`config.mk`:
```
export PLATFORM = sky130hd
export DESIGN_NAME = sequenced_report_reassembler_flat
export DESIGN_NICKNAME = d
export VERILOG_FILES = /design/src/srr_pkg.sv /design/src/srr_if.sv /design/src/srr_in_stage.sv /design/src/srr_track.sv /design/src/srr_out_stage.sv /design/src/sequenced_report_reassembler.sv /design/src/flat_wrapper.sv
export VERILOG_INCLUDE_DIRS = /design/src /design/src/src
export SDC_FILE = /design/constraint.sdc
export NUM_CORES = 1
export LEC_CHECK = 0
export BUFFER_PORTS_ARGS = -buffer_cell sky130_fd_sc_hd__buf_2
export CAP_MARGIN = 20
export CORE_MARGIN = 1.5
export CORE_UTILIZATION = 50
export CTS_BUF_LIST = sky130_fd_sc_hd__clkbuf_2
export DETAILED_ROUTE_END_ITERATION = 6
export PLACE_DENSITY = 0.67
export SETUP_SLACK_MARGIN = 0.05
export SLEW_MARGIN = 40
export SYNTH_ARGS = -nofsm -noshare
export SYNTH_HDL_FRONTEND = slang
export SYNTH_HIERARCHICAL = 1
export SYNTH_SLANG_ARGS = --single-unit
```
`constraint.sdc`:
```
create_clock -name clk -period 11 [get_ports clk]
set_input_delay 1.1 -clock clk [delete_from_list [all_inputs] [get_ports clk]]
set_output_delay 1.1 -clock clk [all_outputs]
set_load 0.005 [all_outputs]
```
`src/assert_macros.svh`:
```
// ----------------------------------------------------------------------------
// assert_macros.svh
// Shared assertion macros for the reassembler RTL
// ----------------------------------------------------------------------------
`ifndef ASSERT_MACROS_SVH
`define ASSERT_MACROS_SVH

// clocked check, masked while reset is high
`define SRR_ASSERT(label, clk, rst, prop, msg) \
  label: assert property (@(posedge clk) disable iff (rst) prop) else $error(msg);

// clocked check, always active
`define SRR_ASSERT_ALWAYS(label, clk, prop, msg) \
  label: assert property (@(posedge clk) prop) else $error(msg);

`endif

```
`src/srr_pkg.sv`:
```
// ----------------------------------------------------------------------------
// srr_pkg
// Types and fixed constants of the sequenced report reassembler
// ----------------------------------------------------------------------------
package srr_pkg;

  // header layout
  localparam int unsigned HEADER_BYTES = 6;
  localparam int POS_W   = 10;
  localparam int FIELD_W = 16;
  localparam int ADDR_W  = 16;
  localparam int LIMIT_W = 10;
  // packet number times payload size, and that plus an offset
  localparam int PROD_W  = 26;
  localparam int SUM_W   = 27;

  localparam logic [POS_W-1:0] POS_MAX = 10'd1023;

  // header byte positions
  localparam logic [POS_W-1:0] POS_TOTAL_LO = 10'd0;
  localparam logic [POS_W-1:0] POS_TOTAL_HI = 10'd1;
  localparam logic [POS_W-1:0] POS_PKT_LO   = 10'd2;
  localparam logic [POS_W-1:0] POS_PKT_HI   = 10'd3;
  localparam logic [POS_W-1:0] POS_REST_LO  = 10'd4;
  localparam logic [POS_W-1:0] POS_REST_HI  = 10'd5;

  typedef struct packed {
    logic [7:0] data_byte;
    logic       end_of_report;
  } in_item_t;

  // input register contents
  typedef struct packed {
    logic     valid;
    in_item_t item;
  } in_slot_t;

  typedef struct packed {
    logic              write_enable;
    logic [ADDR_W-1:0] write_address;
    logic [7:0]        write_data;
    logic              message_done;
    logic              sequence_error;
  } result_t;

endpackage

```
`src/srr_if.sv`:
```
// ----------------------------------------------------------------------------
// srr_if
// Valid/ready channels for report bytes and buffer write results
// ----------------------------------------------------------------------------
interface srr_in_if;
  logic       valid;
  logic       ready;
  logic [7:0] data_byte;
  logic       end_of_report;

  modport source (output valid, output data_byte, output end_of_report, input ready);
  modport sink   (input valid, input data_byte, input end_of_report, output ready);
endinterface

interface srr_out_if;
  logic        valid;
  logic        ready;
  logic        write_enable;
  logic [15:0] write_address;
  logic [7:0]  write_data;
  logic        message_done;
  logic        sequence_error;

  modport source (output valid, output write_enable, output write_address,
                  output write_data, output message_done, output sequence_error,
                  input ready);
  modport sink   (input valid, input write_enable, input write_address,
                  input write_data, input message_done, input sequence_error,
                  output ready);
endinterface

```
`src/srr_in_stage.sv`:
```
// ----------------------------------------------------------------------------
// srr_in_stage
// Input register: captures one report byte per request
// ----------------------------------------------------------------------------
module srr_in_stage
  import srr_pkg::*;
(
  input  logic       clk,
  input  logic       rst,
  srr_in_if.sink     in_stream,
  input  logic       advance,
  output in_slot_t   slot
);

  logic     valid;
  in_item_t item;

  // free when empty or when the held byte moves on this cycle
  assign in_stream.ready = !valid || advance;

  always_ff @(posedge clk) begin
    if (rst) begin
      valid <= 1'b0;
    end else if (in_stream.ready) begin
      valid <= in_stream.valid;
    end
    if (in_stream.valid && in_stream.ready) begin
      item.data_byte     <= in_stream.data_byte;
      item.end_of_report <= in_stream.end_of_report;
    end
  end

  assign slot.valid = valid;
  assign slot.item  = item;

endmodule

```
`src/srr_track.sv`:
```
// ----------------------------------------------------------------------------
// srr_track
// Header capture, sequence check and buffer address generation
// ----------------------------------------------------------------------------
module srr_track
  import srr_pkg::*;
#(
  parameter int REPORT_BYTES = 1024,
  parameter int MAX_PACKETS  = 34
) (
  input  logic     clk,
  input  logic     rst,
  input  in_slot_t slot,
  input  logic     advance,
  output result_t  result
);

  localparam int PAYLOAD_BYTES = REPORT_BYTES - int'(HEADER_BYTES);
  localparam int BUFFER_BYTES  = REPORT_BYTES * MAX_PACKETS;
  localparam logic [LIMIT_W-1:0] PAYLOAD_LIM = LIMIT_W'(PAYLOAD_BYTES);
  localparam logic [FIELD_W-1:0] PAYLOAD_F   = FIELD_W'(PAYLOAD_BYTES);
  localparam logic [SUM_W-1:0]   BUFFER_S    = SUM_W'(BUFFER_BYTES);

  // control state
  logic [POS_W-1:0]   pos, pos_next;
  logic [FIELD_W-1:0] expected, expected_next;
  logic               accepted, accepted_next;
  // header fields and values derived from them
  logic [FIELD_W-1:0] total, total_next;
  logic [FIELD_W-1:0] pkt, pkt_next;
  logic [7:0]         rest_lo, rest_lo_next;
  logic [PROD_W-1:0]  base, base_next;
  logic               last_pkt, last_pkt_next;
  logic [LIMIT_W-1:0] limit, limit_next;

  logic [7:0]         b;
  logic               eor;
  logic [FIELD_W-1:0] rest_full;
  logic [POS_W-1:0]   off;
  logic [SUM_W-1:0]   addr_sum;
  logic               acc_now;

  assign b         = slot.item.data_byte;
  assign eor       = slot.item.end_of_report;
  assign rest_full = {b, rest_lo};
  assign off       = pos - POS_W'(HEADER_BYTES);
  assign addr_sum  = SUM_W'(base) + SUM_W'(off);

  // per-byte decode
  always_comb begin
    total_next     = total;
    pkt_next       = pkt;
    rest_lo_next   = rest_lo;
    base_next      = base;
    last_pkt_next  = last_pkt;
    limit_next     = limit;
    accepted_next  = accepted;
    expected_next  = expected;
    pos_next       = pos;
    result         = '0;

    case (pos)
      POS_TOTAL_LO: total_next = {8'h00, b};
      POS_TOTAL_HI: total_next = {b, total[7:0]};
      POS_PKT_LO:   pkt_next   = {8'h00, b};
      POS_PKT_HI:   pkt_next   = {b, pkt[7:0]};
      POS_REST_LO: begin
        rest_lo_next  = b;
        base_next     = PROD_W'(pkt) * PROD_W'(PAYLOAD_BYTES);
        last_pkt_next = (total != '0) && (pkt == total - 1'b1);
      end
      POS_REST_HI: begin
        accepted_next = (pkt == expected);
        limit_next    = (last_pkt && (rest_full < PAYLOAD_F)) ?
                        LIMIT_W'(rest_full) : PAYLOAD_LIM;
      end
      default: begin
        if (accepted && (off < limit) && (addr_sum < BUFFER_S)) begin
          result.write_enable  = 1'b1;
          result.write_address = addr_sum[ADDR_W-1:0];
          result.write_data    = b;
        end
      end
    endcase

    // end of report: settle the sequence and restart the byte count
    acc_now = (pos == POS_REST_HI) ? accepted_next : accepted;
    if (eor) begin
      if (pos >= POS_REST_HI) begin
        if (acc_now) begin
          if (last_pkt) begin
            result.message_done = 1'b1;
            expected_next       = '0;
          end else begin
            expected_next = expected + 1'b1;
          end
        end else begin
          result.sequence_error = 1'b1;
          expected_next         = '0;
        end
      end
      pos_next      = '0;
      accepted_next = 1'b0;
    end else if (pos < POS_MAX) begin
      pos_next = pos + 1'b1;
    end
  end

  // state update when the held byte is consumed
  always_ff @(posedge clk) begin
    if (rst) begin
      pos      <= '0;
      expected <= '0;
      accepted <= 1'b0;
    end else if (advance) begin
      pos      <= pos_next;
      expected <= expected_next;
      accepted <= accepted_next;
    end
    if (advance) begin
      total    <= total_next;
      pkt      <= pkt_next;
      rest_lo  <= rest_lo_next;
      base     <= base_next;
      last_pkt <= last_pkt_next;
      limit    <= limit_next;
    end
  end

endmodule

```
`src/srr_out_stage.sv`:
```
// ----------------------------------------------------------------------------
// srr_out_stage
// Result register driving the write channel
// ----------------------------------------------------------------------------
module srr_out_stage
  import srr_pkg::*;
(
  input  logic     clk,
  input  logic     rst,
  input  result_t  result,
  input  logic     load,
  output logic     can_load,
  srr_out_if.source out_stream
);

  logic    valid;
  result_t held;

  // room when empty or the held result leaves this cycle
  assign can_load = !valid || out_stream.ready;

  always_ff @(posedge clk) begin
    if (rst) begin
      valid <= 1'b0;
    end else if (can_load) begin
      valid <= load;
    end
    if (load) begin
      held <= result;
    end
  end

  assign out_stream.valid          = valid;
  assign out_stream.write_enable   = held.write_enable;
  assign out_stream.write_address  = held.write_address;
  assign out_stream.write_data     = held.write_data;
  assign out_stream.message_done   = held.message_done;
  assign out_stream.sequence_error = held.sequence_error;

endmodule

```
`src/sequenced_report_reassembler.sv`:
```
// ----------------------------------------------------------------------------
// sequenced_report_reassembler
// Reassembles numbered fixed-size reports into a message buffer write stream
// ----------------------------------------------------------------------------
// Usage:
//   in_stream carries report bytes, header first, with end_of_report on the
//   last byte of each report. out_stream returns exactly one result per
//   byte: an optional buffer write (write_enable, write_address, write_data)
//   plus message_done / sequence_error on the end byte of a report.
//   Pipeline: a byte accepted into the input register moves on into the result
//   register, from which it can be taken (input register, then result
//   register). Throughput: one byte per cycle while out_stream is ready; the
//   decode is a header capture, one compare and one address add between the
//   two registers. The packet base address is multiplied out on header byte
//   4 and registered for the payload bytes.
//   Reset: synchronous; clears byte position, expected packet number and
//   both register stages. No request is in flight after reset.
//   Stall: when out_stream.ready is low the result holds; one more byte is
//   still taken into the input register, then in_stream.ready drops until
//   the result is taken.
// ----------------------------------------------------------------------------
`include "assert_macros.svh"

module sequenced_report_reassembler
  import srr_pkg::*;
#(
  parameter int REPORT_BYTES = 1024,
  parameter int MAX_PACKETS  = 34
) (
  input  logic      clk,
  input  logic      rst,
  srr_in_if.sink    in_stream,
  srr_out_if.source out_stream
);

  in_slot_t slot;
  result_t  result;
  logic     can_load;
  logic     advance;

  // byte moves from input register to result register
  assign advance = slot.valid && can_load;

  srr_in_stage u_in (
    .clk       (clk),
    .rst       (rst),
    .in_stream (in_stream),
    .advance   (advance),
    .slot      (slot)
  );

  srr_track #(
    .REPORT_BYTES (REPORT_BYTES),
    .MAX_PACKETS  (MAX_PACKETS)
  ) u_track (
    .clk     (clk),
    .rst     (rst),
    .slot    (slot),
    .advance (advance),
    .result  (result)
  );

  srr_out_stage u_out (
    .clk        (clk),
    .rst        (rst),
    .result     (result),
    .load       (advance),
    .can_load   (can_load),
    .out_stream (out_stream)
  );

  // done and error are exclusive outcomes of a report
  `SRR_ASSERT(a_done_xor_err, clk, rst, out_stream.valid |-> !(out_stream.message_done && out_stream.sequence_error), "done and sequence error together")

  // full pipeline with a stalled result must back-pressure the input
  `SRR_ASSERT(a_backpressure, clk, rst, (slot.valid && out_stream.valid && !out_stream.ready) |-> !in_stream.ready, "input accepted with both stages full")

  // a consumed byte always lands in the result register
  `SRR_ASSERT(a_advance_loads, clk, rst, advance |=> out_stream.valid, "consumed byte produced no result")

endmodule

```
`src/flat_wrapper.sv`:
```
// flat-port wrapper written by rule: the top's interface ports become plain ports
module sequenced_report_reassembler_flat import srr_pkg::*;
#(
  parameter int REPORT_BYTES = 1024,
  parameter int MAX_PACKETS  = 34
)
  (clk, rst, in_stream_valid, in_stream_data_byte, in_stream_end_of_report, in_stream_ready, out_stream_valid, out_stream_write_enable, out_stream_write_address, out_stream_write_data, out_stream_message_done, out_stream_sequence_error, out_stream_ready);
  srr_in_if in_stream_i ();
  srr_out_if out_stream_i ();
  input  logic clk;
  input  logic rst;
  input wire logic [$bits(in_stream_i.valid)-1:0] in_stream_valid;
  input wire logic [$bits(in_stream_i.data_byte)-1:0] in_stream_data_byte;
  input wire logic [$bits(in_stream_i.end_of_report)-1:0] in_stream_end_of_report;
  output wire logic [$bits(in_stream_i.ready)-1:0] in_stream_ready;
  output wire logic [$bits(out_stream_i.valid)-1:0] out_stream_valid;
  output wire logic [$bits(out_stream_i.write_enable)-1:0] out_stream_write_enable;
  output wire logic [$bits(out_stream_i.write_address)-1:0] out_stream_write_address;
  output wire logic [$bits(out_stream_i.write_data)-1:0] out_stream_write_data;
  output wire logic [$bits(out_stream_i.message_done)-1:0] out_stream_message_done;
  output wire logic [$bits(out_stream_i.sequence_error)-1:0] out_stream_sequence_error;
  input wire logic [$bits(out_stream_i.ready)-1:0] out_stream_ready;
  assign in_stream_i.valid = in_stream_valid;
  assign in_stream_i.data_byte = in_stream_data_byte;
  assign in_stream_i.end_of_report = in_stream_end_of_report;
  assign in_stream_ready = in_stream_i.ready;
  assign out_stream_valid = out_stream_i.valid;
  assign out_stream_write_enable = out_stream_i.write_enable;
  assign out_stream_write_address = out_stream_i.write_address;
  assign out_stream_write_data = out_stream_i.write_data;
  assign out_stream_message_done = out_stream_i.message_done;
  assign out_stream_sequence_error = out_stream_i.sequence_error;
  assign out_stream_i.ready = out_stream_ready;
  sequenced_report_reassembler #(.REPORT_BYTES(REPORT_BYTES), .MAX_PACKETS(MAX_PACKETS)) u_core (.clk(clk), .rst(rst), .in_stream(in_stream_i), .out_stream(out_stream_i));
endmodule
```
# [Yosys cells after proc, flatten, opt, wreduce, memory -nomap -nowiden]
# Index checks and enable logic that the tools add are counted.
[word_totals] regBits=141 input_bits=13 output_inout_bits=29 elab_cells=80
[classes] n_addsub=5 mul=1 n_lt_le_gt_ge=5 n_eq_ne=7 n_mux=12 bitwise_logic=3 reduce_logical=27
[ops] operator="$pmux 16 s2" n=2
[ops] operator="$eq 16x16->1" n=2
[ops] operator="$mux 16" n=2
[ops] operator="$add 26x10->27" n=1
[ops] operator="$lt 27x16->1 const B" n=1
[ops] operator="$mul 16x9->25 const B" n=1
[ops] operator="$mux 25" n=1
[ops] operator="$eq 10x2->1 const B" n=2
[ops] operator="$eq 10x3->1 const B" n=2
[ops] operator="$mux 10" n=2
[ops] operator="$add 16x1->16 const B" n=1
[ops] operator="$lt 16x10->1 const B" n=1
[ops] operator="$reduce_bool 16->1" n=1
[ops] operator="$sub 16x1->16 const B" n=1
[ops] operator="$reduce_and 2->1" n=6
[ops] operator="$reduce_and 3->1" n=4
[ops] operator="$add 10x1->10 const B" n=1
[ops] operator="$eq 10x1->1 const B" n=1
[ops] operator="$ge 10x3->1 const B" n=1
[ops] operator="$logic_not 10->1" n=1
[ops] operator="$lt 10x10->1" n=1
[ops] operator="$lt 10x10->1 const B" n=1
[ops] operator="$sub 10x3->10 const B" n=1
[ops] operator="$reduce_or 7->1" n=1
[ops] operator="other kinds (7)" n=22

# [Logic depth before layout (Yosys ltp)]
[logic_depth] ltp_word=6 mapped_depth=18 mapped_depth_nobuf=17

# [By module]
# Netlist, hierarchy kept.
[by_module_without_submodules] mod="srr_track" instances=1 cells_each=936 area_per_inst_um2=9108.7 seq_area_each_um2=2822.7
[by_module_without_submodules] mod="srr_out_stage" instances=1 cells_each=31 area_per_inst_um2=857.1 seq_area_each_um2=830.8
[by_module_without_submodules] mod="srr_in_stage" instances=1 cells_each=15 area_per_inst_um2=332.8 seq_area_each_um2=290.3
[by_module_without_submodules] mod="sequenced_report_reassembler" instances=1 cells_each=1 area_per_inst_um2=6.3 seq_area_each_um2=0.0

# [Worst setup path after synthesis]
# No wires, ideal clock.
[synth_timing] kind="register to register" start="register u_core.u_track.pkt[3]" end="register u_core.u_track.base[23] (data pin)" setup_time_ns=0.262 arrival_ns=4.887 required_time_ns=10.738 setup_slack_ns=5.851 path_stages_with_launch=18 path_buffers=0 period_less_slack_ns=5.149 path_cell_list="edfxtp_1 -> inv_1 -> fa_1 -> fa_1 -> inv_1 -> fa_1 -> inv_1 -> fa_1 -> inv_1 -> ha_1 -> nand3_1 -> o211ai_1 -> o41ai_1 -> o21ai_0 -> a311o_1 -> a21oi_1 -> a21oi_1 -> xor2_1"
[synth_between] elab_chain_len=1
[synth_lines] element="start, declared" line="srr_track.sv:30" source="logic [FIELD_W-1:0] pkt, pkt_next;"
[synth_lines] element="start signal, assigned" line="srr_track.sv:122" source="pkt <= pkt_next;"
[synth_lines] element="$mul 16x9->25" line="srr_track.sv:69" source="base_next = PROD_W'(pkt) * PROD_W'(PAYLOAD_BYTES);"
[synth_lines] element="end signal, assigned" line="srr_track.sv:124" source="base <= base_next;"
[synth_lines] element="end, declared" line="srr_track.sv:32" source="logic [PROD_W-1:0] base, base_next;"
# Every way passes these cells.
# A chain may end at the register's enable or synchronous reset.

# [Worst setup path after layout]
# Ends and elaborated chain as after synthesis.

==> impl_metrics.yaml <==
sta:
  report.final.slew_viol_count: 0
  tightestPinTransition_ps: 800
  tns_ps: 0
  hold_viol: 0
  finClkSkew_ps: 47.6
  period_needed_ps: 5730
  setup_viol: 0
  rsz0062_at_grt: "no"
  clock.fmax_mhz: 174
  worst_slew_margin_rel: 0.464
  fin_crit_sh: 0.521
drt:
  first_pass_iters: 5
  routed_via_density: 5.18
  drt_iter0_markers: 355
  drcViolationCount: 0
  via_count: 6797
  totalWireLength_mm: 19.8
  postRouteAntennaNets: 0
  post_drt_wl_per_cell_um: 15.1
power:
  leakage_nw: 4.73
  power.internal_w: 0.000680
  p_clk_frac: 0.297
  total_power_w: 0.000939
  swShare: 0.276
  p_seq_frac: 0.635
  powerDensity_nw_per_um2: 85.2
  combPwrFrac: 0.068
  ir_drop_v: 0.0000859
  switching_power_w: 0.000259
cts:
  post_cts_buffers: 0
  cts-hold-fix-buffers: 0
  cts_tree: "built"
  clockRootBuffer: "clkbuf_2"
  cts_buffer_depth: 2
  numClockSinks: 141
  cts_buffers: 17
  clk_pin_slew_worst_paths_ps: 260
  clk_latency_ps: 720
  htree_num_levels: 4
  ctsResizeCount: 0
final_layout:
  ff_latch_area_um2: 3940
  layout-drive-gt1-share: 0.0989
  final_area_um2: 11000
  fillers: 1824
  fin_nets: 1196
  multiInputGateArea_um2: 5700
  finalNonFillerCells: 1312
  areaGrowthSynthToFinish_pct: 6.95
  layout_commonest_cell: "inv_1"
  layout_common_cells: "inv_1, edfxtp_1, nor2_1"
logic_synthesis:
  ys_async_sr_fraction: 0
  synth_top_family_by_area: "adder cells"
  synthFlopType: "edfxtp_1"
  syn_area_um2: 10300
  synth_compound_area_frac: 0.0885
  syn_nets: 1151
  synth_xor_area_frac: 0.0799
  synthMuxAreaShare: 0.00692
  synth_fa_ha_area_frac: 0.240
  synth_edf_count: 112
  synth-seq-cells: 141
  ys_seq_area_frac: 0.383
  synth-simple-area-share: 0.136
  yosysUniqueCellTypes: 68
  synthCells: 983
  yosys_warnings: 6
  avgSynthCellArea_um2: 10.5
floorplanning:
  dieWidth_um: 147
  core_um2: 20200
  num_rows: 52
  fp.dieArea_um2: 21500
  ioPinCount: 42
  die_y_um: 147
  start_util: 0.509
global_routing:
  overflow: 0
  grt_pass1_vias: 6622
  grt_max_degree: 34
  grt_pass1_wl_mm: 32.9
  grt_util_all_layers: 0.194
  antenna_found_initial: 1
critical_path:
  worstPathArrival_ps: 6180
  start_kind: "register"
  reg2reg_slack_ps: 5270
  path_cells: "inv_1 -> fa_1 -> fa_1 -> inv_1 -> fa_1 -> inv_1 -> fa_1 -> inv_1 -> ha_1 -> nand3_1 -> o211ai_1 -> o41ai_1 -> o21ai_0 -> a311o_1 -> a21oi_1 -> a21oi_1 -> xor2_1"
  cp_slowest_stage_delay_ps: 650
  crit_fanout: 9
  endpoint_kind: "register"
  critPathKind: "register to register"
  crit_slowest_cell: "edfxtp_1"
  setup.worst_path.start: "u_core/u_track/pkt[3]"
  cp.required_ps: 11450
  r2r_start: "u_core/u_track/pkt[3]"
placed_design:
  place.port_buffers: 41
  place_area_um2: 10800
  gp_congestion: 0.854
  dp_cells: 1278
  dp_hpwl_mm: 15.8
flow_run:
  drv_cap: 0
min_path:
  hold_start: "u_core/u_out/out_stream.valid"
  min_path_type: "register to register"
run_status:
  outcome: "complete, no violations"
==> final cells by class <==
class | count | area share
diodes | 1 | 0.000227
flip-flops and latches | 141 | 0.358
clock inverters | 15 | 0.0116
multi-input cells | 669 | 0.517
well taps | 270 | 0.0307
inverters | 154 | 0.0525
repair buffers | 45 | 0.0227
clock buffers | 17 | 0.00772
==> flip-flops by register name, summed over array words and instances, names as in the netlist, 8 cells and up <==
name                                   flops
u_core/u_track/base                       25
u_core/u_in/slot                           9
u_core/u_track/expected                   16
u_core/u_track/total                      16
u_core/u_track/rest_lo                     8
u_core/u_track/pos                        10
u_core/u_out/out_stream.write_data         8
u_core/u_track/limit                      10
u_core/u_out/out_stream.write_address     16
u_core/u_track/pkt                        16
==> stage by stage <==
stage	util	setup slack, ps	hold slack (ps)
finish	0.545	5270	513
global route	0.545	4980	406
CTS	0.544	5280	420
detailed placement	0.533	5350	440
global placement	0.532	5530	446
floorplan	-	5850	426
==> cells by family after synthesis <==
kind of cell	count (synthesis)
XOR/XNOR	94
multiplexers	7
AND/OR/NAND/NOR	277
AO/OA/AOI/OAI	136
adder cells (fa/ha/maj)	155
buffers and inverters	173
flip-flops	141
==> final timing paths <==
path              cells past startpoint                       endpoint
setup / recovery                     17        u_core/u_track/base[23]
hold / removal                        2  u_core/u_out/out_stream.valid
setup reg to reg                     17        u_core/u_track/base[23]
hold reg to reg                       2  u_core/u_out/out_stream.valid
==> power groups by stage <==
stage	clock network (W)	logic, W	registers [W]
5_1_grt	0.000309	0.0000726	0.000598
6_report	0.000279	0.0000640	0.000597
3_3_place_gp	0	0.0000629	0.000608
2_1_floorplan	0	0.0000433	0.000606
4_1_cts	0.000290	0.0000645	0.000597
3_5_place_dp	0	0.0000642	0.000608
==> synth_stat cells, types with 7 or more instances <==
cell	count	area share
a21o_1	8	0.0058
a21oi_1	54	0.026
and2_1	7	0.0042
buf_2	8	0.0039
dfxtp_1	29	0.056
edfxtp_1	112	0.33
fa_1	71	0.14
ha_1	84	0.10
inv_1	154	0.056
nand2_1	46	0.017
nand2b_1	13	0.0079
nand3_1	15	0.0073
nand4_1	14	0.0085
nor2_1	107	0.039
nor3_1	21	0.010
nor3b_1	7	0.0051
o211ai_1	7	0.0051
o21a_1	7	0.0051
o21ai_0	20	0.0097
or3_1	7	0.0042
xnor2_1	52	0.044
xor2_1	42	0.036
==> layer usage <==
layer / up-vias / GRT usage / part of all wire
li1: 3400 / - / -
met1: 3232 / 0.274 / 0.48
met2: 148 / 0.308 / 0.46
met3: 17 / 0.0363 / 0.042
met4: 0 / 0.0525 / 0.013
met5: - / 0 / 0
==> worst max-delay path: cells and delay by family, from the launching register on <==
kind | cells | cell delay, ps
AND/OR/NAND/NOR | 1 | 110
flip-flops | 1 | 650
XOR/XNOR | 1 | 150
AO/OA/AOI/OAI | 6 | 1720
buffers and inverters | 4 | 280
adder cells (fa/ha/maj) | 5 | 2550
(Power assumes the default switching activity.)
